[config.mk]
export PLATFORM = sky130hd
export DESIGN_NAME = bea_map_ram
export DESIGN_NICKNAME = d
export VERILOG_FILES = /design/src/hdl/bea_pkg.sv /design/src/hdl/bea_map_ram.sv
export SDC_FILE = /design/constraint.sdc
export NUM_CORES = 1
export LEC_CHECK = 0
export BUFFER_PORTS_ARGS = -buffer_cell sky130_fd_sc_hd__buf_2
export CAP_MARGIN = 20
export CORE_MARGIN = 2
export CORE_UTILIZATION = 35
export DETAILED_ROUTE_END_ITERATION = 7
export MAX_ROUTING_LAYER = met4
export SYNTH_ARGS = -nofsm -noshare
export SYNTH_HDL_FRONTEND = slang
export SYNTH_SLANG_ARGS = --single-unit
[constraint.sdc]
create_clock -name clk -period 2.7 [get_ports clk]
set_input_delay 0.27 -clock clk [delete_from_list [all_inputs] [get_ports clk]]
set_output_delay 0.27 -clock clk [all_outputs]
set_load 0.005 [all_outputs]
[src/hdl/bea_pkg.sv]
// bea_pkg: shared types, codes and default sizes of the bitmap entry allocator
// no dependencies; imported by every module of the block
`default_nettype none

package bea_pkg;

    // default pool capacities and map word width
    localparam int INODE_CAPACITY_DEF = 1024;
    localparam int DATA_CAPACITY_DEF  = 16384;
    localparam int MAP_WORD_BITS_DEF  = 64;

    // field widths of the request and response
    localparam int OPCODE_W    = 2;
    localparam int INDEX_W     = 14;
    localparam int STATUS_W    = 2;
    localparam int GRANTED_W   = 14;
    localparam int FREE_LEFT_W = 15;

    // configuration port
    localparam int INODE_SIZE_W = 11;
    localparam int DATA_SIZE_W  = 15;
    localparam int CFG_DATA_W   = 15;
    localparam int CFG_INDEX_W  = 1;

    localparam logic [CFG_INDEX_W-1:0] REG_INODE_POOL_SIZE = 1'b0;
    localparam logic [CFG_INDEX_W-1:0] REG_DATA_POOL_SIZE  = 1'b1;

    // opcodes
    localparam logic [OPCODE_W-1:0] OP_ALLOC  = 2'd0;
    localparam logic [OPCODE_W-1:0] OP_FREE   = 2'd1;
    localparam logic [OPCODE_W-1:0] OP_FORMAT = 2'd2;

    // response status codes
    localparam logic [STATUS_W-1:0] STAT_OK      = 2'd0;
    localparam logic [STATUS_W-1:0] STAT_FULL    = 2'd1;
    localparam logic [STATUS_W-1:0] STAT_INVALID = 2'd2;

    // pool select
    localparam logic POOL_INODE = 1'b0;
    localparam logic POOL_DATA  = 1'b1;

    typedef struct packed {
        logic [OPCODE_W-1:0] opcode;
        logic                pool;
        logic [INDEX_W-1:0]  entry_index;
    } req_t;

    typedef struct packed {
        logic [STATUS_W-1:0]    status;
        logic [GRANTED_W-1:0]   granted_index;
        logic [FREE_LEFT_W-1:0] free_left;
    } rsp_t;

    // per-map access control from the sequencer
    typedef struct packed {
        logic rd_en;
        logic wr_en;
        logic clr;
    } map_ctl_t;

    typedef enum logic [2:0] {
        S_IDLE,
        S_SCAN,
        S_ALLOC_WR,
        S_SPLIT,
        S_FREE_RD,
        S_RESP
    } state_t;

endpackage

`default_nettype wire

[src/hdl/bea_map_ram.sv]
// bea_map_ram: used-map word memory, registered read, per-word valid bits
// depends on bea_pkg (map_ctl_t); a word never written since reset or clear reads as zero
`default_nettype none

module bea_map_ram #(
    parameter int DEPTH = 16,
    parameter int WIDTH = 64,
    localparam int AW = (DEPTH > 1) ? $clog2(DEPTH) : 1
) (
    input  wire logic              clk,
    input  wire logic              rst_n,
    input  wire bea_pkg::map_ctl_t ctl,
    input  wire logic [AW-1:0]     addr,
    input  wire logic [WIDTH-1:0]  wdata,
    output logic [WIDTH-1:0]       rdata
);
    import bea_pkg::*;

    logic [WIDTH-1:0] ram_reg [DEPTH];
    logic [WIDTH-1:0] rdata_reg;
    logic [DEPTH-1:0] valid_reg;
    logic             rvalid_reg;

    // storage array and registered read
    always_ff @(posedge clk)
    begin
        if (ctl.wr_en)
        begin
            ram_reg[addr] <= wdata;
        end
        if (ctl.rd_en)
        begin
            rdata_reg <= ram_reg[addr];
        end
    end

    // valid bits: clear at reset and on format, set on write
    always_ff @(posedge clk or negedge rst_n)
    begin
        if (!rst_n)
        begin
            valid_reg  <= '0;
            rvalid_reg <= 1'b0;
        end
        else
        begin
            if (ctl.clr)
            begin
                valid_reg <= '0;
            end
            else if (ctl.wr_en)
            begin
                valid_reg[addr] <= 1'b1;
            end
            if (ctl.rd_en)
            begin
                rvalid_reg <= valid_reg[addr];
            end
        end
    end

    // stale word reads as all free
    assign rdata = rvalid_reg ? rdata_reg : '0;

endmodule

`default_nettype wire

==> flow_summary.json <==
{
  "cts_tree": "done",
  "required_ps": 2430,
  "end_kind": "primary output",
  "synth_top_area_cell": "edfxtp_1",
  "remaining_drc_errors": 0,
  "ys_top_cells_by_count": "edfxtp_1, mux4_2, and2_1, clkbuf_1, nor2_1",
  "num-fill-cells": 9997,
  "synth_cell_type_count": 25,
  "cp_top_family": "flip-flops",
  "r2r_setup_slack_ps": 970,
  "num_vias": 18669,
  "start_kind": "flop",
  "synthCells": 1643,
  "hpwl_um": 52000,
  "cts_max_level": 3,
  "rows": 126,
  "grt_max_degree": 59,
  "synth_edf_count": 1088,
  "crit_slowest_cell": "dfrtp_4",
  "grtUsageTotal": 0.163,
  "cts_buffer_depth": 3,
  "cts-buffers-inserted": 106,
  "async_flop_share": 0.0154,
  "place_congestion": 0.714,
  "fmax_mhz": 390,
  "synth_top_cell_area_share": 0.783,
  "overflow": 0,
  "max-vdd-ir-drop_uv": 491,
  "max_slew.worst_pin.slew_ps": 829,
  "clkSlewWorstSetupHoldPaths_ps": 70,
  "drt_iter0_drc": 1702,
  "avgSynthCellArea_sq_um": 25.4,
  "drive_above_1_share": 0.346,
  "rsz0062_at_grt": "false",
  "core_sq_mm": 0.118,
  "insertion_delay_ps": 690,
  "initial_core_util": 0.353,
  "relSlewSlack": 0.447,
  "synth_most_common_cell": "edfxtp_1",
  "pre_cts_ws_ps": 325,
  "clock-skew-final_ps": 28.9,
  "synth-seq-cells": 1105,
  "syn-num-nets": 1716,
  "area_delta_synth_final_pct": 18.0,
  "cp.arrival_ps": 2290,
  "cts.sinks": 1105,
  "cts_root_buf": "clkbuf_16",
  "synth-main-ff-cell": "edfxtp_1",
  "setup_viol": 0,
  "worstSetupPathType": "flop to primary output",
  "crit_chain": "buf_4, and2_1, buf_2",
  "fin_nets": 2022,
  "grt_pass1_wl_um": 139000,
  "netlist_area_sq_mm": 0.0417,
  "die_h_um": 349,
  "powerDensity_mw_per_mm2": 721,
  "antenna_found_initial": 12,
  "ys_seq_area_frac": 0.793,
  "path_max_fanout": 50,
  "reg2reg_depth": 3,
  "die_area_sq_mm": 0.122,
  "hp-class": "input pin to async pin",
  "p_leak_uw": 0.0157,
  "grt_pass1_vias": 19819,
  "cts_setup_buffers": 0,
  "synth.area.top_cells": "edfxtp_1, mux4_2, dfrtp_1",
  "ctsResizeCount": 0,
  "maxCapViolCount": 0,
  "die_w_um": 349,
  "drt.antenna.violating_nets": 0,
  "largest_reg_flops": 1024,
  "wirelength_um": 95800,
  "total_power_uw": 35500,
  "hold_viol_final": 0,
  "via_per_inst": 5.20,
  "slew_viol_final": 0,
  "finalCritPeriodShare": 0.950,
  "slowest_delay_ps": 970,
  "min_period_ps": 2560,
  "numPortBuffers": 136,
  "routedWlPerCell_um": 26.7,
  "yosysWarnings": 0,
  "firstDrtPassIters": 7,
  "crit_buf_inv": 2,
  "crit_cells": 3,
  "fin_ws_ps": 135,
  "io_pins": 137,
  "status": "complete, no violations"
}
==> worst paths after layout <==
kind	from	endpoint
max	rvalid_reg	rdata[20]
min	rst_n	valid_reg[2]
max reg2reg	valid_reg[13]	rvalid_reg
min reg2reg	valid_reg[5]	valid_reg[5]
max in group asynchronous	rst_n	rvalid_reg
min in group clk	addr[3]	valid_reg[14]
==> area by class of cell <==
| cell class | count | area (sq um) | share of cell area |
|---|---|---|---|
| Sequential cell | 1105 | 33100 | 0.672 |
| Clock inverter | 76 | 668 | 0.0136 |
| Tap cell | 1536 | 1920 | 0.0390 |
| Multi-Input combinational cell | 452 | 8240 | 0.167 |
| Timing Repair Buffer | 284 | 2550 | 0.0518 |
| Clock buffer | 124 | 2720 | 0.0553 |
| Antenna cell | 11 | 27.5 | 0.000559 |
==> cell families after synthesis <==
logic type | share of synthesized area
flops | 0.793
mux | 0.177
simple gates | 0.0148
buf+inv | 0.0125
compound gates | 0.00204
==> layout by cell type, fill, tap and decap left out, types with 3 or more instances in the layout <==
master            n
clkbuf_16       106
buf_4            39
mux4_2          310
clkbuf_1         18
a21oi_1          12
buf_2           131
nor2_1           17
edfxtp_1       1088
dfrtp_1          16
diode_2          11
bufinv_16         7
buf_12           45
clkinv_16         3
nor3_4            4
nor2_4           12
and2_1           64
dlygate4sd3_1    66
clkinvlp_4        3
a31oi_1           4
clkinv_1         24
mux4_1           15
clkinv_2         33
==> through the flow <==
step / std cells / hold WS [ps] / area (sq um) / setup TNS, ps / util
floorplan: 1643 / -25.6 / 41900 / -214930 / -
global placement: 3311 / 197 / 45200 / 0 / 0.382
detailed placement: 3311 / 213 / 45200 / 0 / 0.382
CTS: 3577 / 59.4 / 49200 / 0 / 0.417
global route: 3587 / 82.5 / 49200 / 0 / 0.417
finish: 3588 / 86.2 / 49200 / 0 / 0.417
==> power breakdown <==
part	internal, uW	switching (uW)
clock network	7950	6360
logic	837	926
registers	19300	113
total	28100	7400
==> per-layer routing <==
layer | GRT usage | vias up | part of all wire
met5 | - | - | 0
met4 | 0.0372 | 0 | 0.016
met3 | 0.0284 | 108 | 0.055
met2 | 0.265 | 565 | 0.51
met1 | 0.214 | 10241 | 0.42
li1 | - | 7755 | -
==> repair_timing <==
action | 4_1_cts | 5_1_grt
endpoints found under the hold margin | 1057 | 0
endpoints found under the setup margin | 0 | 0
hold buffers | 66 | 0
==> worst register-to-register path, stage by stage (launching register included) <==
cell     delay [ps]
dfrtp_1         380
mux4_2          480
mux4_2          470
mux2_2          270
No activity file was read; power rests on OpenSTA's default activity.
