## config.mk

```make
export PLATFORM = sky130hd
export DESIGN_NAME = bea_ctrl
export DESIGN_NICKNAME = d
export VERILOG_FILES = /design/src/hdl/bea_pkg.sv /design/src/hdl/bea_ctrl.sv
export SDC_FILE = /design/constraint.sdc
export NUM_CORES = 1
export LEC_CHECK = 0
export BUFFER_PORTS_ARGS = -buffer_cell sky130_fd_sc_hd__buf_4
export CORE_MARGIN = 2
export CORE_UTILIZATION = 43
export DETAILED_ROUTE_END_ITERATION = 12
export GPL_TIMING_DRIVEN = 0
export HOLD_SLACK_MARGIN = 0.02
export PLACE_DENSITY = 0.62
export SLEW_MARGIN = 40
export SYNTH_ARGS = -nofsm -noshare
export SYNTH_HDL_FRONTEND = slang
export SYNTH_SLANG_ARGS = --single-unit
```

## constraint.sdc

```tcl
create_clock -name clk -period 10.6 [get_ports clk]
set_input_delay 0.53 -clock clk [delete_from_list [all_inputs] [get_ports clk]]
set_output_delay 0.53 -clock clk [all_outputs]
set_load 0.05 [all_outputs]
```

## src/hdl/bea_pkg.sv

```systemverilog
// bea_pkg: shared types, codes and default sizes of the bitmap entry allocator
// no dependencies; imported by every module of the block
`default_nettype none

package bea_pkg;

    // default pool capacities and map word width
    localparam int INODE_CAPACITY_DEF = 1024;
    localparam int DATA_CAPACITY_DEF  = 16384;
    localparam int MAP_WORD_BITS_DEF  = 64;

    // field widths of the request and response
    localparam int OPCODE_W    = 2;
    localparam int INDEX_W     = 14;
    localparam int STATUS_W    = 2;
    localparam int GRANTED_W   = 14;
    localparam int FREE_LEFT_W = 15;

    // configuration port
    localparam int INODE_SIZE_W = 11;
    localparam int DATA_SIZE_W  = 15;
    localparam int CFG_DATA_W   = 15;
    localparam int CFG_INDEX_W  = 1;

    localparam logic [CFG_INDEX_W-1:0] REG_INODE_POOL_SIZE = 1'b0;
    localparam logic [CFG_INDEX_W-1:0] REG_DATA_POOL_SIZE  = 1'b1;

    // opcodes
    localparam logic [OPCODE_W-1:0] OP_ALLOC  = 2'd0;
    localparam logic [OPCODE_W-1:0] OP_FREE   = 2'd1;
    localparam logic [OPCODE_W-1:0] OP_FORMAT = 2'd2;

    // response status codes
    localparam logic [STATUS_W-1:0] STAT_OK      = 2'd0;
    localparam logic [STATUS_W-1:0] STAT_FULL    = 2'd1;
    localparam logic [STATUS_W-1:0] STAT_INVALID = 2'd2;

    // pool select
    localparam logic POOL_INODE = 1'b0;
    localparam logic POOL_DATA  = 1'b1;

    typedef struct packed {
        logic [OPCODE_W-1:0] opcode;
        logic                pool;
        logic [INDEX_W-1:0]  entry_index;
    } req_t;

    typedef struct packed {
        logic [STATUS_W-1:0]    status;
        logic [GRANTED_W-1:0]   granted_index;
        logic [FREE_LEFT_W-1:0] free_left;
    } rsp_t;

    // per-map access control from the sequencer
    typedef struct packed {
        logic rd_en;
        logic wr_en;
        logic clr;
    } map_ctl_t;

    typedef enum logic [2:0] {
        S_IDLE,
        S_SCAN,
        S_ALLOC_WR,
        S_SPLIT,
        S_FREE_RD,
        S_RESP
    } state_t;

endpackage

`default_nettype wire

```

## src/hdl/bea_ctrl.sv

```systemverilog
// bea_ctrl: request sequencer, pool counters, search hints, size registers and response register
// depends on bea_pkg; drives the two map memories and the index splitter
`default_nettype none

module bea_ctrl #(
    parameter int INODE_CAPACITY = bea_pkg::INODE_CAPACITY_DEF,
    parameter int DATA_CAPACITY  = bea_pkg::DATA_CAPACITY_DEF,
    parameter int MAP_WORD_BITS  = bea_pkg::MAP_WORD_BITS_DEF,
    localparam int I_WORDS = (INODE_CAPACITY + MAP_WORD_BITS - 1) / MAP_WORD_BITS,
    localparam int D_WORDS = (DATA_CAPACITY + MAP_WORD_BITS - 1) / MAP_WORD_BITS,
    localparam int I_AW = (I_WORDS > 1) ? $clog2(I_WORDS) : 1,
    localparam int D_AW = (D_WORDS > 1) ? $clog2(D_WORDS) : 1,
    localparam int AW = (I_AW > D_AW) ? I_AW : D_AW,
    localparam int BW = $clog2(MAP_WORD_BITS),
    localparam int I_CW = $clog2(INODE_CAPACITY + 1),
    localparam int D_CW = $clog2(DATA_CAPACITY + 1),
    localparam int CW = (I_CW > D_CW) ? I_CW : D_CW,
    localparam int LW = (CW > bea_pkg::DATA_SIZE_W) ? CW : bea_pkg::DATA_SIZE_W
) (
    input  wire logic                             clk,
    input  wire logic                             rst_n,
    input  wire logic                             req_valid,
    output logic                                  req_stall,
    input  wire bea_pkg::req_t                    req_data,
    output logic                                  rsp_valid,
    input  wire logic                             rsp_stall,
    output bea_pkg::rsp_t                         rsp_data,
    input  wire logic                             cfg_we,
    input  wire logic [bea_pkg::CFG_INDEX_W-1:0]  cfg_index,
    input  wire logic [bea_pkg::CFG_DATA_W-1:0]   cfg_data,
    output bea_pkg::map_ctl_t                     imap_ctl,
    output bea_pkg::map_ctl_t                     dmap_ctl,
    output logic [AW-1:0]                         map_addr,
    output logic [MAP_WORD_BITS-1:0]              map_wdata,
    input  wire logic [MAP_WORD_BITS-1:0]         imap_rdata,
    input  wire logic [MAP_WORD_BITS-1:0]         dmap_rdata,
    output logic                                  split_start,
    output logic [LW-1:0]                         split_idx,
    input  wire logic                             split_done,
    input  wire logic [AW-1:0]                    split_word,
    input  wire logic [BW-1:0]                    split_bit
);
    import bea_pkg::*;

    state_t state_reg, state_next;

    logic                     pool_reg, pool_next;
    logic [AW-1:0]            word_reg, word_next;
    logic [LW-1:0]            base_reg, base_next;
    logic [BW-1:0]            bit_reg, bit_next;
    logic [MAP_WORD_BITS-1:0] wdata_reg, wdata_next;
    logic [STATUS_W-1:0]      status_reg, status_next;
    logic [LW-1:0]            granted_reg, granted_next;
    logic [I_CW-1:0]          icnt_reg, icnt_next;
    logic [D_CW-1:0]          dcnt_reg, dcnt_next;
    logic [I_AW-1:0]          ihint_reg, ihint_next;
    logic [D_AW-1:0]          dhint_reg, dhint_next;
    logic [I_CW-1:0]          isize_reg, isize_next;
    logic [D_CW-1:0]          dsize_reg, dsize_next;
    logic                     rsp_valid_reg, rsp_valid_next;
    rsp_t                     rsp_data_reg, rsp_data_next;

    logic                     accept;
    logic                     sel_pool;
    logic [LW-1:0]            size_sel;
    logic [LW-1:0]            cnt_sel;
    logic [AW-1:0]            hint_sel;
    logic [MAP_WORD_BITS-1:0] rdata;
    logic [LW-1:0]            lim;
    logic                     in_range_any;
    logic [MAP_WORD_BITS-1:0] avail;
    logic                     found;
    logic [BW-1:0]            found_bit;
    logic                     last_word;
    logic [MAP_WORD_BITS-1:0] bit_mask;
    logic [LW-1:0]            cfg_ival;
    logic [LW-1:0]            cfg_dval;

    assign req_stall = (state_reg != S_IDLE);
    assign accept    = req_valid && !req_stall;
    assign rsp_valid = rsp_valid_reg;
    assign rsp_data  = rsp_data_reg;
    assign split_idx = LW'(req_data.entry_index);

    // pool-selected views of the state
    always_comb
    begin
        sel_pool = (state_reg == S_IDLE) ? req_data.pool : pool_reg;
        size_sel = (sel_pool == POOL_DATA) ? LW'(dsize_reg) : LW'(isize_reg);
        cnt_sel  = (sel_pool == POOL_DATA) ? LW'(dcnt_reg) : LW'(icnt_reg);
        hint_sel = (sel_pool == POOL_DATA) ? AW'(dhint_reg) : AW'(ihint_reg);
        rdata    = (pool_reg == POOL_DATA) ? dmap_rdata : imap_rdata;
        bit_mask = MAP_WORD_BITS'(1) << bit_reg;
    end

    // first-fit search in the word just read, out-of-range bits count as used
    always_comb
    begin
        in_range_any = base_reg < size_sel;
        lim          = size_sel - base_reg;
        for (int j = 0; j < MAP_WORD_BITS; j++)
        begin
            avail[j] = !rdata[j] && in_range_any && (LW'(j) < lim);
        end
        found_bit = '0;
        for (int j = MAP_WORD_BITS - 1; j >= 0; j--)
        begin
            if (avail[j])
            begin
                found_bit = BW'(j);
            end
        end
        found     = |avail;
        last_word = ({1'b0, base_reg} + (LW+1)'(MAP_WORD_BITS)) >= {1'b0, size_sel};
    end

    // written pool size fields, widened for the clamp to the capacities
    always_comb
    begin
        cfg_ival = LW'(cfg_data[INODE_SIZE_W-1:0]);
        cfg_dval = LW'(cfg_data[DATA_SIZE_W-1:0]);
    end

    // next state and datapath control
    always_comb
    begin
        state_next     = state_reg;
        pool_next      = pool_reg;
        word_next      = word_reg;
        base_next      = base_reg;
        bit_next       = bit_reg;
        wdata_next     = wdata_reg;
        status_next    = status_reg;
        granted_next   = granted_reg;
        icnt_next      = icnt_reg;
        dcnt_next      = dcnt_reg;
        ihint_next     = ihint_reg;
        dhint_next     = dhint_reg;
        isize_next     = isize_reg;
        dsize_next     = dsize_reg;
        rsp_valid_next = rsp_valid_reg;
        rsp_data_next  = rsp_data_reg;
        imap_ctl       = '0;
        dmap_ctl       = '0;
        map_addr       = word_reg;
        map_wdata      = wdata_reg;
        split_start    = 1'b0;

        // configuration writes, only while idle: the user must keep to this, the block does not enforce it
        if (cfg_we)
        begin
            if (cfg_index == REG_INODE_POOL_SIZE)
            begin
                isize_next = (cfg_ival > LW'(INODE_CAPACITY)) ?
                             I_CW'(INODE_CAPACITY) : cfg_ival[I_CW-1:0];
            end
            else if (cfg_index == REG_DATA_POOL_SIZE)
            begin
                dsize_next = (cfg_dval > LW'(DATA_CAPACITY)) ?
                             D_CW'(DATA_CAPACITY) : cfg_dval[D_CW-1:0];
            end
        end

        // response taken downstream
        if (rsp_valid_reg && !rsp_stall)
        begin
            rsp_valid_next = 1'b0;
        end

        case (state_reg)
            S_IDLE:
            begin
                if (accept)
                begin
                    pool_next    = req_data.pool;
                    granted_next = '0;
                    case (req_data.opcode)
                        OP_ALLOC:
                        begin
                            if (cnt_sel == '0)
                            begin
                                status_next = STAT_FULL;
                                state_next  = S_RESP;
                            end
                            else
                            begin
                                // first read at the hint word
                                map_addr  = hint_sel;
                                word_next = hint_sel;
                                base_next = LW'(hint_sel) * LW'(MAP_WORD_BITS);
                                if (req_data.pool == POOL_DATA)
                                begin
                                    dmap_ctl.rd_en = 1'b1;
                                end
                                else
                                begin
                                    imap_ctl.rd_en = 1'b1;
                                end
                                state_next = S_SCAN;
                            end
                        end
                        OP_FREE:
                        begin
                            if (LW'(req_data.entry_index) >= size_sel)
                            begin
                                status_next = STAT_INVALID;
                                state_next  = S_RESP;
                            end
                            else
                            begin
                                split_start = 1'b1;
                                state_next  = S_SPLIT;
                            end
                        end
                        OP_FORMAT:
                        begin
                            imap_ctl.clr = 1'b1;
                            dmap_ctl.clr = 1'b1;
                            icnt_next    = isize_reg;
                            dcnt_next    = dsize_reg;
                            ihint_next   = '0;
                            dhint_next   = '0;
                            status_next  = STAT_OK;
                            state_next   = S_RESP;
                        end
                        default:
                        begin
                            status_next = STAT_INVALID;
                            state_next  = S_RESP;
                        end
                    endcase
                end
            end

            S_SCAN:
            begin
                if (found)
                begin
                    wdata_next   = rdata | (MAP_WORD_BITS'(1) << found_bit);
                    granted_next = base_reg + LW'(found_bit);
                    state_next   = S_ALLOC_WR;
                end
                else if (last_word)
                begin
                    status_next = STAT_FULL;
                    state_next  = S_RESP;
                end
                else
                begin
                    // move on, next word read issued now
                    word_next = word_reg + AW'(1);
                    base_next = base_reg + LW'(MAP_WORD_BITS);
                    map_addr  = word_reg + AW'(1);
                    if (pool_reg == POOL_DATA)
                    begin
                        dmap_ctl.rd_en = 1'b1;
                    end
                    else
                    begin
                        imap_ctl.rd_en = 1'b1;
                    end
                end
            end

            S_ALLOC_WR:
            begin
                map_addr  = word_reg;
                map_wdata = wdata_reg;
                if (pool_reg == POOL_DATA)
                begin
                    dmap_ctl.wr_en = 1'b1;
                    dcnt_next      = dcnt_reg - D_CW'(1);
                    dhint_next     = word_reg[D_AW-1:0];
                end
                else
                begin
                    imap_ctl.wr_en = 1'b1;
                    icnt_next      = icnt_reg - I_CW'(1);
                    ihint_next     = word_reg[I_AW-1:0];
                end
                status_next = STAT_OK;
                state_next  = S_RESP;
            end

            S_SPLIT:
            begin
                if (split_done)
                begin
                    word_next = split_word;
                    bit_next  = split_bit;
                    map_addr  = split_word;
                    if (pool_reg == POOL_DATA)
                    begin
                        dmap_ctl.rd_en = 1'b1;
                    end
                    else
                    begin
                        imap_ctl.rd_en = 1'b1;
                    end
                    state_next = S_FREE_RD;
                end
            end

            S_FREE_RD:
            begin
                if ((rdata & bit_mask) == '0)
                begin
                    // double free
                    status_next = STAT_INVALID;
                end
                else
                begin
                    map_addr  = word_reg;
                    map_wdata = rdata & ~bit_mask;
                    if (pool_reg == POOL_DATA)
                    begin
                        dmap_ctl.wr_en = 1'b1;
                        if (dcnt_reg < D_CW'(DATA_CAPACITY))
                        begin
                            dcnt_next = dcnt_reg + D_CW'(1);
                        end
                        if (word_reg < AW'(dhint_reg))
                        begin
                            dhint_next = word_reg[D_AW-1:0];
                        end
                    end
                    else
                    begin
                        imap_ctl.wr_en = 1'b1;
                        if (icnt_reg < I_CW'(INODE_CAPACITY))
                        begin
                            icnt_next = icnt_reg + I_CW'(1);
                        end
                        if (word_reg < AW'(ihint_reg))
                        begin
                            ihint_next = word_reg[I_AW-1:0];
                        end
                    end
                    status_next = STAT_OK;
                end
                state_next = S_RESP;
            end

            S_RESP:
            begin
                if (!rsp_valid_reg || !rsp_stall)
                begin
                    rsp_valid_next              = 1'b1;
                    rsp_data_next.status        = status_reg;
                    rsp_data_next.granted_index = granted_reg[GRANTED_W-1:0];
                    rsp_data_next.free_left     = cnt_sel[FREE_LEFT_W-1:0];
                    state_next                  = S_IDLE;
                end
            end

            default:
            begin
                state_next = S_IDLE;
            end
        endcase
    end

    // control state
    always_ff @(posedge clk or negedge rst_n)
    begin
        if (!rst_n)
        begin
            state_reg     <= S_IDLE;
            rsp_valid_reg <= 1'b0;
            icnt_reg      <= I_CW'(INODE_CAPACITY);
            dcnt_reg      <= D_CW'(DATA_CAPACITY);
            ihint_reg     <= '0;
            dhint_reg     <= '0;
            isize_reg     <= I_CW'(INODE_CAPACITY);
            dsize_reg     <= D_CW'(DATA_CAPACITY);
        end
        else
        begin
            state_reg     <= state_next;
            rsp_valid_reg <= rsp_valid_next;
            icnt_reg      <= icnt_next;
            dcnt_reg      <= dcnt_next;
            ihint_reg     <= ihint_next;
            dhint_reg     <= dhint_next;
            isize_reg     <= isize_next;
            dsize_reg     <= dsize_next;
        end
    end

    // payload registers
    always_ff @(posedge clk)
    begin
        pool_reg     <= pool_next;
        word_reg     <= word_next;
        base_reg     <= base_next;
        bit_reg      <= bit_next;
        wdata_reg    <= wdata_next;
        status_reg   <= status_next;
        granted_reg  <= granted_next;
        rsp_data_reg <= rsp_data_next;
    end

endmodule

`default_nettype wire

```

==> flow_summary.toml <==
[timing]
max_slew_margin_pct = 35.8
worst-slew-pin-transition_ns = 0.959
max_freq_ghz = 0.0979
slew_violations = 0
hold_viol = 0
setup_viol = 0
final_critical_path_setup_slack_ns = 0.388
clock_skew_ns = 0.0156
period_share_pct = 96.3
rsz0062_at_grt = "no"
period_needed_ns = 10.21

[drt]
viasPerCell = 6.47
dr.pass1.iters = 6
vias = 18891
first_iter_violations = 1818
finalWirelength_um = 82600
final_antenna_net_count = 0
wl_per_cell_um = 28.3
drc = 0

[placement]
gp_congestion = 1.09
place_area_um2 = 20800
post-place-ws_ns = 0.564
dp_hpwl_um = 64800
port_buffers = 306

[cts]
cts_buffers = 24
htreeDepth = 1
clkSinkCount = 203
cts.path.max_buffers = 3
worstSkewPairLatency_ns = 0.56
cts_tree = "done"
clk_pin_slew_worst_paths_ns = 0.06
root_buffer = "clkbuf_16"
cts_setup_buffers = 0

[synth]
synth_top_family_by_area = "compound AO/OA/AOI/OAI gates"
synth-seq-area-share_pct = 32.4
avgSynthCellArea_um2 = 8.64
syn_inst = 2031
synth_xor_area_share_pct = 1.40
ys_types = 105
synthAdderAreaFrac_pct = 5.26
synth_enable_flop_cells = 127
synthSimpleGateAreaFrac_pct = 18.7
synthMuxAreaShare_pct = 11.7
ys_warn_count = 0
synthFlopType = "edfxtp_1"
ys_async_sr_fraction_pct = 33.5
synth_nets = 2284
ys_ff_latch = 203
synth-compound-area-share_pct = 25.1
syn-cell-area_um2 = 17500

[final_layout]
register_area_um2 = 5680
design_area_um2 = 21600
fillerInstances = 3895
fin_nets = 2619
drive_gt1_share_pct = 25.9
syn_to_final_growth_pct = 23.3
multi_input_area_um2 = 11100
largest_reg_flops = 64

[power]
power_frac_clock_pct = 12.5
p_seq_share_pct = 19.9
swShare_pct = 54.4
switchingPower_uw = 3810
combPwrFrac_pct = 67.7
p_int_uw = 3200
powerDensity_nw_per_um2 = 324
p_leak_uw = 0.00878
irDropWorstVdd_mv = 0.179

[outcome]
outcome = "finished, final reports clean"

[flow_run]
max_cap_viol_count = 0

[floorplan]
chipWidth_um = 206
core_um2 = 40600
die_y_um = 206
floorplan.initialDensity_pct = 43.3
num_rows = 74
pin_count = 308
die-area_um2 = 42400

[critical_path]
critPathCaptureType = "output pin"
crit_required_ns = 10.07
critPathKind = "flop to output pin"
cp-start-kind = "flop"
crit_path_max_fanout = 10
worstPathArrival_ns = 9.68

[worst_hold_path]
hp-class = "input pin to flop"

[grt]
overflow = 0
grt_first_pass_wirelength_um = 117000
grt_pass1_vias = 17892
antenna_found_initial = 1
grt_start_max_net_pins = 69
track_usage_pct = 37.8
==> metal layers <==
layer | vias to the layer above | wire length [um] | track usage [%]
li1 | 8301 | - | -
met4 | 2 | 4730 | 20.3
met1 | 9085 | 31900 | 48.1
met5 | - | 35 | 0
met3 | 277 | 8080 | 6.28
met2 | 1226 | 37800 | 61.4
==> power by group through the flow <==
stage | clock, uW | combinational [uW] | sequential (uW)
2_1_floorplan | 0 | 2960 | 1470
3_3_place_gp | 0 | 4520 | 1410
3_5_place_dp | 0 | 4620 | 1400
4_1_cts | 877 | 4630 | 1390
5_1_grt | 907 | 4970 | 1420
6_report | 874 | 4740 | 1390
==> stage by stage <==
stage	cells	power, uW	TNS [ns]	hold WS [ns]	util [%]
6_report	2919	7010	0	0.149	53.4
5_1_grt	2916	7290	0	0.135	53.3
2_1_floorplan	2031	4430	0	0.234	-
4_1_cts	2917	6900	0	0.131	53.2
3_3_place_gp	2869	5930	-6.11	0.404	50.6
3_5_place_dp	2872	6010	0	0.408	51.2
==> worst max-delay path: stages (launching register included) <==
cell      delay, ns
dfrtp_1        0.37
buf_6          0.14
o31a_1         0.40
nor2_1         0.40
clkbuf_1       0.39
clkbuf_2       0.37
clkbuf_2       0.39
mux2i_2        0.66
ha_1           0.34
inv_1          0.08
fa_1           0.41
and3_1         0.19
o2111a_1       0.26
or4_1          0.43
a211o_1        0.47
nor3_2         0.59
buf_4          0.31
buf_4          0.20
a32oi_1        0.16
a211oi_1       0.68
and4_1         0.28
buf_4          0.22
nand3_4        0.16
nor3_2         0.32
a311oi_1       0.13
a211oi_1       0.43
buf_4          0.29
==> layout by cell type (no fill, tap or decap), drive strengths merged, types with 11 or more instances in the layout <==
master	n
dfrtp	64
and2	28
o31ai	46
a22o	17
o22ai	17
a21o	33
mux2	102
a21boi	14
xnor2	20
mux2i	85
nand2b	31
o211ai	13
o21ai	168
inv	73
nor3	34
nand4	22
or3	14
edfxtp	127
nand2	205
nor2b	21
ha	69
and3	15
a21oi	185
a31oi	23
o21a	11
or2	16
buf	374
or4	13
nand3	62
nor4	14
nor2	143
clkbuf	103
o21bai	15
a211oi	19
==> cells by family (layout without fill, tap and decap cells) <==
family | Yosys count | in the layout
mux | 189 | 189
fa+ha+maj | 72 | 72
xor+xnor | 28 | 28
simple gates | 653 | 653
compound gates | 674 | 674
other cells | 2 | 5
flops | 203 | 203
buf+inv | 210 | 563
==> path summary, 6_finish.rpt <==
| kind | end | startpoint | cells after the start | slack [ns] |
|---|---|---|---|---|
| max reg2reg | base_reg[6] | state_reg[0] | 25 | 1.49 |
| min reg2reg | rsp_data[29] | status_reg[0] | 0 | 0.42 |
| min in group asynchronous | dcnt_reg[6] | rst_n | 2 | 0.54 |
| max | map_addr[7] | state_reg[0] | 26 | 0.39 |
| max in group asynchronous | dhint_reg[1] | rst_n | 2 | 9.59 |
| min | bit_reg[0] | split_bit[0] | 1 | 0.15 |
==> area by class of cell <==
class	count	area share [%]
Buffer	137	3.19
Sequential cell	203	26.2
Clock buffer	31	3.13
Multi-Input combinational cell	1618	51.5
Antenna cell	3	0.0347
Clock inverter	13	0.688
Tap cell	532	3.08
Inverter	72	1.26
Timing Repair Buffer	310	10.9
==> synth_stat cells, types with 9 or more instances <==
cell	number	area, um^2
buf_2	25	125
a21oi_1	184	921
a31oi_1	23	144
nor3_1	31	155
buf_1	9	33.8
a211oi_1	19	143
a22o_1	17	149
and2_1	28	175
o211ai_1	13	97.6
nor4_1	12	75.1
o21ai_1	36	180
o31ai_2	9	113
nand4_1	22	138
a21boi_0	14	105
nand3b_1	9	67.6
nand2_1	204	766
nand3_1	57	285
xnor2_1	20	175
o21ai_0	131	656
or3_1	14	87.6
dfrtp_1	64	1600
buf_4	29	218
edfxtp_1	127	3810
mux2_2	102	1150
o31ai_1	37	278
nand2b_1	31	194
o21bai_1	15	113
or2_2	13	81.3
or4_1	12	90.1
o22ai_1	17	106
and3_1	15	93.8
mux2i_1	85	851
nor2b_1	21	131
clkbuf_1	71	267
o32ai_1	9	78.8
o21a_1	11	82.6
a21o_1	33	248
a211o_1	10	87.6
nor2_1	143	537
ha_1	69	863
inv_1	71	267
==> repair_timing <==
item                       in CTS  in global routing
hold endpoints to repair       47                  0
hold buffers                    1                  0
gates resized for setup         0                  2
setup endpoints to repair       0                  6
No activity file was read; power rests on OpenSTA's default activity.
