==> config.mk <==
export PLATFORM = sky130hd
export DESIGN_NAME = bea_idx_split
export DESIGN_NICKNAME = d
export VERILOG_FILES = /design/src/hdl/bea_pkg.sv /design/src/hdl/bea_idx_split.sv
export SDC_FILE = /design/constraint.sdc
export NUM_CORES = 1
export LEC_CHECK = 0
export BUFFER_PORTS_ARGS = -buffer_cell sky130_fd_sc_hd__buf_2
export CAP_MARGIN = 10
export CELL_PAD_IN_SITES_DETAIL_PLACEMENT = 1
export CELL_PAD_IN_SITES_GLOBAL_PLACEMENT = 1
export CORE_UTILIZATION = 31
export CTS_BUF_LIST = sky130_fd_sc_hd__clkbuf_4 sky130_fd_sc_hd__clkbuf_8
export CTS_CLUSTER_DIAMETER = 80
export CTS_CLUSTER_SIZE = 30
export DETAILED_ROUTE_END_ITERATION = 10
export PLACE_DENSITY_LB_ADDON = 0.1
export SLEW_MARGIN = 5
export SYNTH_ARGS = -nofsm -noshare
export SYNTH_HDL_FRONTEND = slang
export SYNTH_SLANG_ARGS = --single-unit
export TNS_END_PERCENT = 1
==> constraint.sdc <==
create_clock -name clk -period 0.8 [get_ports clk]
set_input_delay 0.16 -clock clk [delete_from_list [all_inputs] [get_ports clk]]
set_output_delay 0.16 -clock clk [all_outputs]
set_load 0.01 [all_outputs]
==> src/hdl/bea_pkg.sv <==
// bea_pkg: shared types, codes and default sizes of the bitmap entry allocator
// no dependencies; imported by every module of the block
`default_nettype none

package bea_pkg;

    // default pool capacities and map word width
    localparam int INODE_CAPACITY_DEF = 1024;
    localparam int DATA_CAPACITY_DEF  = 16384;
    localparam int MAP_WORD_BITS_DEF  = 64;

    // field widths of the request and response
    localparam int OPCODE_W    = 2;
    localparam int INDEX_W     = 14;
    localparam int STATUS_W    = 2;
    localparam int GRANTED_W   = 14;
    localparam int FREE_LEFT_W = 15;

    // configuration port
    localparam int INODE_SIZE_W = 11;
    localparam int DATA_SIZE_W  = 15;
    localparam int CFG_DATA_W   = 15;
    localparam int CFG_INDEX_W  = 1;

    localparam logic [CFG_INDEX_W-1:0] REG_INODE_POOL_SIZE = 1'b0;
    localparam logic [CFG_INDEX_W-1:0] REG_DATA_POOL_SIZE  = 1'b1;

    // opcodes
    localparam logic [OPCODE_W-1:0] OP_ALLOC  = 2'd0;
    localparam logic [OPCODE_W-1:0] OP_FREE   = 2'd1;
    localparam logic [OPCODE_W-1:0] OP_FORMAT = 2'd2;

    // response status codes
    localparam logic [STATUS_W-1:0] STAT_OK      = 2'd0;
    localparam logic [STATUS_W-1:0] STAT_FULL    = 2'd1;
    localparam logic [STATUS_W-1:0] STAT_INVALID = 2'd2;

    // pool select
    localparam logic POOL_INODE = 1'b0;
    localparam logic POOL_DATA  = 1'b1;

    typedef struct packed {
        logic [OPCODE_W-1:0] opcode;
        logic                pool;
        logic [INDEX_W-1:0]  entry_index;
    } req_t;

    typedef struct packed {
        logic [STATUS_W-1:0]    status;
        logic [GRANTED_W-1:0]   granted_index;
        logic [FREE_LEFT_W-1:0] free_left;
    } rsp_t;

    // per-map access control from the sequencer
    typedef struct packed {
        logic rd_en;
        logic wr_en;
        logic clr;
    } map_ctl_t;

    typedef enum logic [2:0] {
        S_IDLE,
        S_SCAN,
        S_ALLOC_WR,
        S_SPLIT,
        S_FREE_RD,
        S_RESP
    } state_t;

endpackage

`default_nettype wire

==> src/hdl/bea_idx_split.sv <==
// bea_idx_split: splits an entry index into map word address and bit position
// depends on bea_pkg; shift for power-of-two word widths, reciprocal multiply otherwise
`default_nettype none

module bea_idx_split #(
    parameter int WORD_BITS = 64,
    parameter int IDX_W = 15,
    parameter int ADDR_W = 8,
    localparam int BW = $clog2(WORD_BITS)
) (
    input  wire logic              clk,
    input  wire logic              rst_n,
    input  wire logic              start,
    input  wire logic [IDX_W-1:0]  idx,
    output logic                   done,
    output logic [ADDR_W-1:0]      word,
    output logic [BW-1:0]          bit_pos
);
    import bea_pkg::*;

    generate
        if ((WORD_BITS & (WORD_BITS - 1)) == 0)
        begin : g_shift
            logic              done_reg;
            logic [ADDR_W-1:0] word_reg;
            logic [BW-1:0]     bit_reg;

            // done follows start in the next cycle
            always_ff @(posedge clk or negedge rst_n)
            begin
                if (!rst_n)
                begin
                    done_reg <= 1'b0;
                end
                else
                begin
                    done_reg <= start;
                end
            end

            // word address is the upper bits, position the lower bits
            always_ff @(posedge clk)
            begin
                if (start)
                begin
                    word_reg <= ADDR_W'(idx >> BW);
                    bit_reg  <= idx[BW-1:0];
                end
            end

            assign done    = done_reg;
            assign word    = word_reg;
            assign bit_pos = bit_reg;
        end
        else
        begin : g_recip
            // quotient by reciprocal multiply, exact for every IDX_W-bit index
            localparam int     SH    = IDX_W + BW;
            localparam int     MW    = IDX_W + 1;
            localparam longint RECIP = ((longint'(1) << SH) + longint'(WORD_BITS) - 1) /
                                       longint'(WORD_BITS);

            logic              stage_reg;
            logic              done_reg;
            logic [IDX_W-1:0]  idx_reg;
            logic [ADDR_W-1:0] quo_reg;
            logic [BW-1:0]     bit_reg;
            logic [IDX_W+MW-1:0] prod;
            logic [ADDR_W-1:0] quo;
            logic [BW-1:0]     low_prod;
            logic [BW-1:0]     rem;

            // first stage quotient, second stage remainder from the low bits only
            always_comb
            begin
                prod     = idx * MW'(RECIP);
                quo      = ADDR_W'(prod >> SH);
                low_prod = BW'(quo_reg) * BW'(WORD_BITS);
                rem      = idx_reg[BW-1:0] - low_prod;
            end

            // done follows start through stage_reg and then done_reg
            always_ff @(posedge clk or negedge rst_n)
            begin
                if (!rst_n)
                begin
                    stage_reg <= 1'b0;
                    done_reg  <= 1'b0;
                end
                else
                begin
                    stage_reg <= start;
                    done_reg  <= stage_reg;
                end
            end

            // quotient and remainder registers
            always_ff @(posedge clk)
            begin
                if (start)
                begin
                    idx_reg <= idx;
                    quo_reg <= quo;
                end
                if (stage_reg)
                begin
                    bit_reg <= rem;
                end
            end

            assign done    = done_reg;
            assign word    = quo_reg;
            assign bit_pos = bit_reg;
        end
    endgenerate

endmodule

`default_nettype wire

==> results of run 1 <==
==> per-layer routing <==
metal,part of all wire (%),vias up,global-route usage [%]
li1,-,135,-
met1,38,127,13.2
met2,52,19,20.6
met3,8.5,2,5.11
met4,1.3,0,7.76
met5,0,-,0
==> final timing paths <==
check / from / endpoint / cells past startpoint
worst max-delay path: bit_pos[2]$_DFFE_PP_ / bit_pos[2] / 1
min in group asynchronous: rst_n / done$_DFF_PN0_ / 2
worst min-delay path: idx[2] / bit_pos[2]$_DFFE_PP_ / 1
max in group asynchronous: rst_n / done$_DFF_PN0_ / 2
==> per-stage QoR <==
step           setup slack (ns)  instance area, um^2
4_1_cts                  -0.182                  699
6_report                 -0.168                  699
3_5_place_dp             0.0715                  659
2_1_floorplan             0.246                  445
5_1_grt                  -0.211                  699
3_3_place_gp             0.0835                  659
==> synthesized netlist by cell type, drive strengths merged <==
master  number
edfxtp      14
dfrtp        1
==> power by group through the flow <==
stage	logic, W	registers (W)	clock network (W)
2_1_floorplan	0	0.000991	0
3_3_place_gp	0.000160	0.000951	0
3_5_place_dp	0.000162	0.000957	0
4_1_cts	0.000167	0.000939	0.000447
5_1_grt	0.000181	0.000944	0.000486
6_report	0.000164	0.000938	0.000440
==> cells by family after synthesis <==
logic type	Yosys count	synth area share [%]
flip-flops	15	100
==> final cells by class <==
class / count / area (um^2) / share of cell area (%)
Tap cell: 15 / 18.8 / 2.68
Timing Repair Buffer: 34 / 205 / 29.3
Sequential cell: 15 / 445 / 63.7
Clock buffer: 4 / 30.0 / 4.29
==> what timing repair did <==
action,CTS,global route
hold buffers,1,0
pin swaps,0,0
hold endpoints to repair,1,0
setup endpoints to repair,15,15
==> impl_metrics.py, run 1 <==
metrics = {
    "synthesis": {
        "synth.ff_latch_count": 15,
        "synth.cell_area_um2": 445,
        "synth_area_leader_cell": "edfxtp_1",
        "syn-instance-count": 15,
        "synth_top_area_share_pct": 94.4,
        "yosysSeqAreaShare_pct": 100,
        "yosysUniqueCellTypes": 2,
        "syn-mean-instance-area_um2": 29.7,
        "yosys-top-cells-area": "edfxtp_1 (94%), dfrtp_1 (5.6%)",
        "synth_nets": 33,
        "yosys_warnings": 0,
    },
    "floorplanning": {
        "dieHeight_um": 39.9,
        "die_area_mm2": 0.00159,
        "core-area_mm2": 0.00132,
        "initial_core_util_pct": 33.8,
        "chipWidth_um": 39.9,
        "pin_count": 33,
        "num_rows": 13,
    },
    "global_routing": {
        "grt_pass1_wl_um": 1200,
        "grt_pass1_vias": 266,
        "grt_max_degree": 10,
        "antenna_found_initial": 0,
        "grt.overflow.total": 0,
        "track_usage_pct": 12.5,
    },
    "finish": {
        "layout_commonest_cell": "buf_2",
        "final_cell_mix": "buf_2 (31), edfxtp_1 (14), clkbuf_4 (4)",
        "n_antenna_cell": 0,
        "nets": 72,
        "nMultiInputCombCells": 0,
        "instances_no_fill": 68,
        "final_util_pct": 53.1,
        "areaGrowthSynthToFinish_pct": 57.0,
        "multi_input_area_um2": 0,
        "drive_gt1_share_pct": 69.8,
        "largest_register_ff_count": 8,
        "fillers": 139,
    },
    "timing": {
        "slew_viol_final": 0,
        "fin_crit_ns": 0.968,
        "worst_pin_slew_ns": 0.107,
        "finalWorstSetupSlack_ns": -0.168,
        "tns_ns": -2.08,
        "relSlewSlack_pct": 92.9,
        "rsz0062_at_grt": "yes",
        "final-setup-viol-count": 15,
        "fmax_mhz": 1030,
        "finalHoldViolCount": 0,
        "whs_ns": 0.0614,
        "fin_crit_sh_pct": 121,
    },
    "job": {
        "max_cap_viol_count": 0,
    },
    "critical_path": {
        "worstPathCellList": "buf_2",
        "path_class": "reg2out",
        "critPathMaxStageDelay_ns": 0.38,
        "arrival_ns": 0.81,
        "crit_family": "flip-flops",
        "cp_data_required_time_ns": 0.64,
        "start_kind": "register",
        "path_buf_inv": 1,
        "crit_path_end_kind": "output pin",
        "path_max_fanout": 1,
        "cp_slowest_cell": "edfxtp_1",
    },
    "clock_tree": {
        "path_clk_slew_ns": 0.08,
        "cts_buffers": 3,
        "cts-root-buf": "clkbuf_4",
        "clock_path_buffers": 2,
        "cts_tree": "built",
        "postCtsSetupBuffers": 0,
        "htreeDepth": 1,
        "ctsResizeCount": 0,
        "clock-sinks": 15,
    },
    "route": {
        "drtAntennaViolNets": 0,
        "totalWireLength_um": 846,
        "drtIter0Drc": 2,
        "drt_pass1_iterations": 2,
        "vias": 283,
        "drc_errors": 0,
        "viasPerCell": 4.16,
        "drt-wirelength-per-cell_um": 12.4,
    },
    "place": {
        "port_buffers": 31,
        "dp_cells": 63,
        "place_congestion": 0.550,
    },
    "worst_hold_path": {
        "min_path_type": "in2reg",
    },
    "status": {
        "violations": "setup timing",
        "status": "complete, but fails checks",
    },
    "power_and_ir_drop": {
        "power_frac_seq_pct": 60.8,
        "ir_drop_mv": 1.03,
        "p_total_w": 0.00154,
        "powerDensity_mw_per_mm2": 2200,
        "p_int_w": 0.00124,
        "pwr-share-clk_pct": 28.5,
        "p_leak_nw": 0.312,
        "p_sw_share_pct": 19.8,
        "combPwrFrac_pct": 10.6,
        "p_sw_w": 0.000305,
    },
}
No activity file was read; power rests on OpenSTA's default activity.
==> run 2: changes to the inputs <==
PLACE_DENSITY = 0.89   (was default)
PLACE_DENSITY_LB_ADDON = default   (was 0.1)
==> run 2 against run 1 <==
  * The run still ends with setup timing left
  * Maximum frequency increased by 0.17%
  * Largest power group unchanged
  * Flip-flop and latch count stayed put
  * Setup slack gained 0.0017 ns
  * Clock-buffer cell count did not move
==> impl_metrics.py, run 2 (synthesis gave the netlist of run 1 again) <==
metrics = {
    "status": {
        "status": "complete, but fails checks",
        "violations": "setup timing",
    },
    "route": {
        "met2WireLength_um": 496,
        "drtIter0Drc": 2,
        "dr.max_layer_used": "met3",
        "drt_pass1_iterations": 2,
        "drtAntennaViolNets": 0,
        "wl_met1_um": 311,
        "drt-wirelength-per-cell_um": 12.7,
        "totalWireLength_um": 850,
        "wl_met3_um": 42,
        "viasPerCell": 3.97,
        "drc_errors": 0,
        "vias": 266,
    },
    "critical_path": {
        "path_class": "reg2out",
        "crit_path_end_kind": "output pin",
        "path_max_fanout": 1,
        "critPathMaxStageDelay_ns": 0.38,
        "worstPathCellList": "buf_2",
        "arrival_ns": 0.81,
        "path_buf_inv": 1,
        "start_kind": "register",
        "crit_family": "flip-flops",
        "cp_slowest_cell": "edfxtp_1",
        "cp_data_required_time_ns": 0.64,
    },
    "timing": {
        "finalWorstSetupSlack_ns": -0.166,
        "fin_crit_sh_pct": 121,
        "final-setup-viol-count": 15,
        "worst_pin_slew_ns": 0.0860,
        "finalHoldViolCount": 0,
        "rsz0062_at_grt": "yes",
        "fin_crit_ns": 0.966,
        "fmax_mhz": 1030,
        "slew_viol_final": 0,
        "tns_ns": -2.07,
        "relSlewSlack_pct": 94.3,
    },
    "clock_tree": {
        "clock_path_buffers": 2,
        "htreeDepth": 1,
        "clock-sinks": 15,
        "cts_buffers": 3,
        "cts-root-buf": "clkbuf_4",
        "postCtsSetupBuffers": 0,
        "path_clk_slew_ns": 0.08,
        "cts_tree": "built",
        "ctsResizeCount": 0,
    },
    "global_routing": {
        "antenna_found_initial": 0,
        "grt_pass1_wl_um": 1250,
        "track_usage_pct": 13.2,
        "grt_pass1_vias": 269,
        "grt.overflow.total": 0,
        "grt_max_degree": 16,
    },
    "floorplanning": {
        "chipWidth_um": 39.9,
        "core-area_mm2": 0.00132,
        "num_rows": 13,
        "die_area_mm2": 0.00159,
        "dieHeight_um": 39.9,
        "initial_core_util_pct": 33.8,
        "pin_count": 33,
    },
    "finish": {
        "final_cell_mix": "buf_2 (31), edfxtp_1 (14), clkbuf_4 (4)",
        "largest_register_ff_count": 8,
        "finalInstanceArea_um2": 679,
        "n_antenna_cell": 0,
        "drive_gt1_share_pct": 69.2,
        "multi_input_area_um2": 0,
        "areaGrowthSynthToFinish_pct": 52.5,
        "layout_commonest_cell": "buf_2",
        "nMultiInputCombCells": 0,
        "nets": 71,
    },
    "place": {
        "postPlaceCellArea_um2": 639,
        "port_buffers": 31,
        "place_congestion": 0.693,
    },
    "power_and_ir_drop": {
        "p_leak_nw": 0.303,
        "powerDensity_mw_per_mm2": 2260,
        "ir_drop_mv": 1.16,
    },
    "job": {
        "max_cap_viol_count": 0,
    },
    "worst_hold_path": {
        "min_path_type": "in2reg",
    },
}
run 2: changes by cell type in the layout (fill, tap and decap cells not counted):
cell | previous run | this run
buf_12 | 2 | 1
run 2: where the power goes:
group | switching (W) | total, W | internal, W | leakage (nW)
logic | 0.0000772 | 0.000155 | 0.0000778 | 0.136
clock network | 0.000216 | 0.000443 | 0.000227 | 0.0184
registers | 0.0000124 | 0.000935 | 0.000923 | 0.149
total | 0.000305 | 0.00153 | 0.00123 | 0.303
run 2: repair_timing:
item / 4_1_cts / 5_1_grt
setup endpoints to repair: 15 / 15
endpoints found under the hold margin: 1 / 0
hold buffers: 1 / 0
run 2: per-stage QoR:
step | hold WS [ns] | instances | util [%] | worst slack [ns] | power, W
after CTS | 0.0479 | 67 | 51.6 | -0.184 | 0.00156
after floorplan | -0.136 | 15 | - | 0.246 | 0.000991
final | 0.0571 | 67 | 51.6 | -0.166 | 0.00153
after global placement | -0.0649 | 62 | 48.5 | 0.104 | 0.00110
after global routing | 0.0408 | 67 | 51.6 | -0.199 | 0.00161
after detailed placement | -0.0619 | 62 | 48.5 | 0.0980 | 0.00111
run 2: path summary, 6_finish.rpt:
| check | start | endpoint | slack [ns] | cells past startpoint |
|---|---|---|---|---|
| hold / removal | idx[7] | word[1]$_DFFE_PP_ | 0.06 | 1 |
| min in group asynchronous | rst_n | done$_DFF_PN0_ | 0.19 | 2 |
| max in group asynchronous | rst_n | done$_DFF_PN0_ | 0.53 | 2 |
| setup / recovery | bit_pos[5]$_DFFE_PP_ | bit_pos[5] | -0.17 | 1 |
run 2: final cells by class:
type,instances,area (um^2)
Tap cell,15,18.8
Timing Repair Buffer,33,185
Sequential cell,15,445
Fill cell,142,638
Clock buffer,4,30.0
run 2: layer usage:
metal / vias to the layer above / GRT usage [%]
met4: 0 / 7.76
met3: 0 / 5.11
met2: 8 / 20.2
met5: - / 0
met1: 124 / 15.5
li1: 134 / -
==> run 3: changes to the inputs <==
==> constraint.sdc (replaced) <==
create_clock -name clk -period 0.8 [get_ports clk]
set_input_delay 0.12 -clock clk [delete_from_list [all_inputs] [get_ports clk]]
set_output_delay 0.12 -clock clk [all_outputs]
set_load 0.01 [all_outputs]
==> run 3 against run 2 <==
  * The flow still finishes with violations (setup timing)
  * Die area unchanged
  * Clock-buffer cell count stayed put
  * Sequential share of layout area stayed put
  * Maximum frequency increased by 5.6%
  * First-iteration DRC count increased to 3.0 times the previous value
  * Global-route usage is 3.0 points lower
  * Largest cell class unchanged
  * Sequential power barely moved
  * Flip-flop and latch count unchanged
  * Setup slack gained 0.052 ns
  * Critical path depth unchanged
  * Via count grew 5.3%
  * Non-clock buffer count grew 1
==> impl_metrics.py, run 3 (synthesis gave the netlist of run 1 again) <==
metrics = {
    "place": {
        "postPlaceCellArea_um2": 619,
        "dp_slack_ns": 0.0454,
        "place_congestion": 0.697,
        "port_buffers": 31,
    },
    "clock_tree": {
        "ctsResizeCount": 0,
        "cts_tree": "built",
        "clock-sinks": 15,
        "htreeDepth": 1,
        "clock_path_buffers": 2,
        "path_clk_slew_ns": 0.08,
        "postCtsSetupBuffers": 0,
        "cts-root-buf": "clkbuf_4",
        "cts_buffers": 3,
    },
    "timing": {
        "relSlewSlack_pct": 79.3,
        "fin_crit_sh_pct": 114,
        "fmax_mhz": 1090,
        "whs_ns": 0.0166,
        "worst_pin_slew_ns": 0.310,
        "tns_ns": -1.44,
        "slew_viol_final": 0,
        "fin_crit_ns": 0.915,
        "finalWorstSetupSlack_ns": -0.115,
        "final-setup-viol-count": 15,
        "finalHoldViolCount": 0,
        "rsz0062_at_grt": "yes",
    },
    "floorplanning": {
        "chipWidth_um": 39.9,
        "initial_core_util_pct": 33.8,
        "num_rows": 13,
        "pin_count": 33,
        "core-area_mm2": 0.00132,
        "die_area_mm2": 0.00159,
        "dieHeight_um": 39.9,
    },
    "power_and_ir_drop": {
        "p_sw_share_pct": 20.0,
        "pwr-share-clk_pct": 29.1,
        "p_leak_nw": 0.302,
        "p_total_w": 0.00153,
        "p_int_w": 0.00122,
        "powerDensity_mw_per_mm2": 2250,
        "p_sw_w": 0.000306,
        "power_frac_seq_pct": 61.1,
        "combPwrFrac_pct": 9.8,
        "ir_drop_mv": 1.24,
    },
    "route": {
        "drtIter0Drc": 6,
        "viasPerCell": 4.12,
        "drc_errors": 0,
        "vias": 280,
        "totalWireLength_um": 818,
        "drt_pass1_iterations": 2,
        "drtAntennaViolNets": 0,
        "drt-wirelength-per-cell_um": 12.0,
    },
    "finish": {
        "finalInstanceArea_um2": 679,
        "nets": 72,
        "drive_gt1_share_pct": 66.0,
        "areaGrowthSynthToFinish_pct": 52.5,
        "multi_input_area_um2": 0,
        "largest_register_ff_count": 8,
        "n_antenna_cell": 0,
        "nMultiInputCombCells": 0,
        "final_cell_mix": "buf_2 (31), edfxtp_1 (14), clkbuf_4 (4)",
        "layout_commonest_cell": "buf_2",
    },
    "critical_path": {
        "crit_family": "flip-flops",
        "arrival_ns": 0.79,
        "path_max_fanout": 1,
        "worstPathCellList": "buf_2",
        "start_kind": "register",
        "path_class": "reg2out",
        "crit_path_end_kind": "output pin",
        "path_buf_inv": 1,
        "cp_data_required_time_ns": 0.68,
        "critPathMaxStageDelay_ns": 0.37,
        "cp_slowest_cell": "edfxtp_1",
    },
    "worst_hold_path": {
        "hold-path-endpoint": "word[1]$_DFFE_PP_",
        "hold-path-cell-count": 1,
        "min_path_type": "in2reg",
        "min_from": "idx[7]",
    },
    "job": {
        "max_cap_viol_count": 0,
    },
    "status": {
        "status": "complete, but fails checks",
        "violations": "setup timing",
    },
    "global_routing": {
        "antenna_found_initial": 0,
        "grt.overflow.total": 0,
        "grt_pass1_wl_um": 966,
        "grt_max_degree": 16,
        "track_usage_pct": 10.2,
        "grt_pass1_vias": 214,
    },
}
[run 3: changes by cell type in the layout (fill, tap and decap cells not counted), sizes merged]
cell / delta
buf: -1
dlygate4sd3: +2
[run 3: per-stage QoR]
stage | utilization [%] | std cells
2_1_floorplan | - | 15
3_3_place_gp | 47.0 | 61
3_5_place_dp | 47.0 | 61
4_1_cts | 50.0 | 66
5_1_grt | 51.6 | 68
6_report | 51.6 | 68
[run 3: power by group through the flow]
| stage | clock network [W] | logic, W | registers [W] |
|---|---|---|---|
| 6_report | 0.000445 | 0.000150 | 0.000934 |
| 5_1_grt | 0.000501 | 0.000162 | 0.000940 |
| 4_1_cts | 0.000467 | 0.000145 | 0.000936 |
| 3_5_place_dp | 0 | 0.000140 | 0.000954 |
| 3_3_place_gp | 0 | 0.000136 | 0.000952 |
| 2_1_floorplan | 0 | 0 | 0.000991 |
[run 3: worst max path at each step]
stage / cells past startpoint / slack, ns / startpoint / to
detailed placement: 1 / 0.05 / start / bit_pos[5]$_DFFE_PP_
CTS: 1 / -0.13 / bit_pos[0]$_DFFE_PP_ / bit_pos[0]
finish: 1 / -0.11 / word[4]$_DFFE_PP_ / word[4]
floorplan: 0 / 0.29 / bit_pos[0]$_DFFE_PP_ / bit_pos[0]
global route: 1 / -0.17 / word[4]$_DFFE_PP_ / word[4]
global placement: 1 / 0.07 / start / bit_pos[3]$_DFFE_PP_
[run 3: layer usage]
metal | track usage, % | up-vias | part of all wire (%)
li1 | - | 136 | -
met1 | 13.7 | 136 | 34
met2 | 13.3 | 8 | 61
met3 | 3.41 | 0 | 4.5
met4 | 7.76 | 0 | 0
met5 | 0 | - | 0
[run 3: repair_timing]
item	4_1_cts	5_1_grt
hold endpoints to repair	1	2
hold buffers	1	2
setup endpoints to repair	15	15
pin swaps	0	0
[run 3: layout make-up]
cell class            instances  area, um^2
Clock buffer                  4        30.0
Fill cell                   144         638
Sequential cell              15         445
Tap cell                     15        18.8
Timing Repair Buffer         34         185
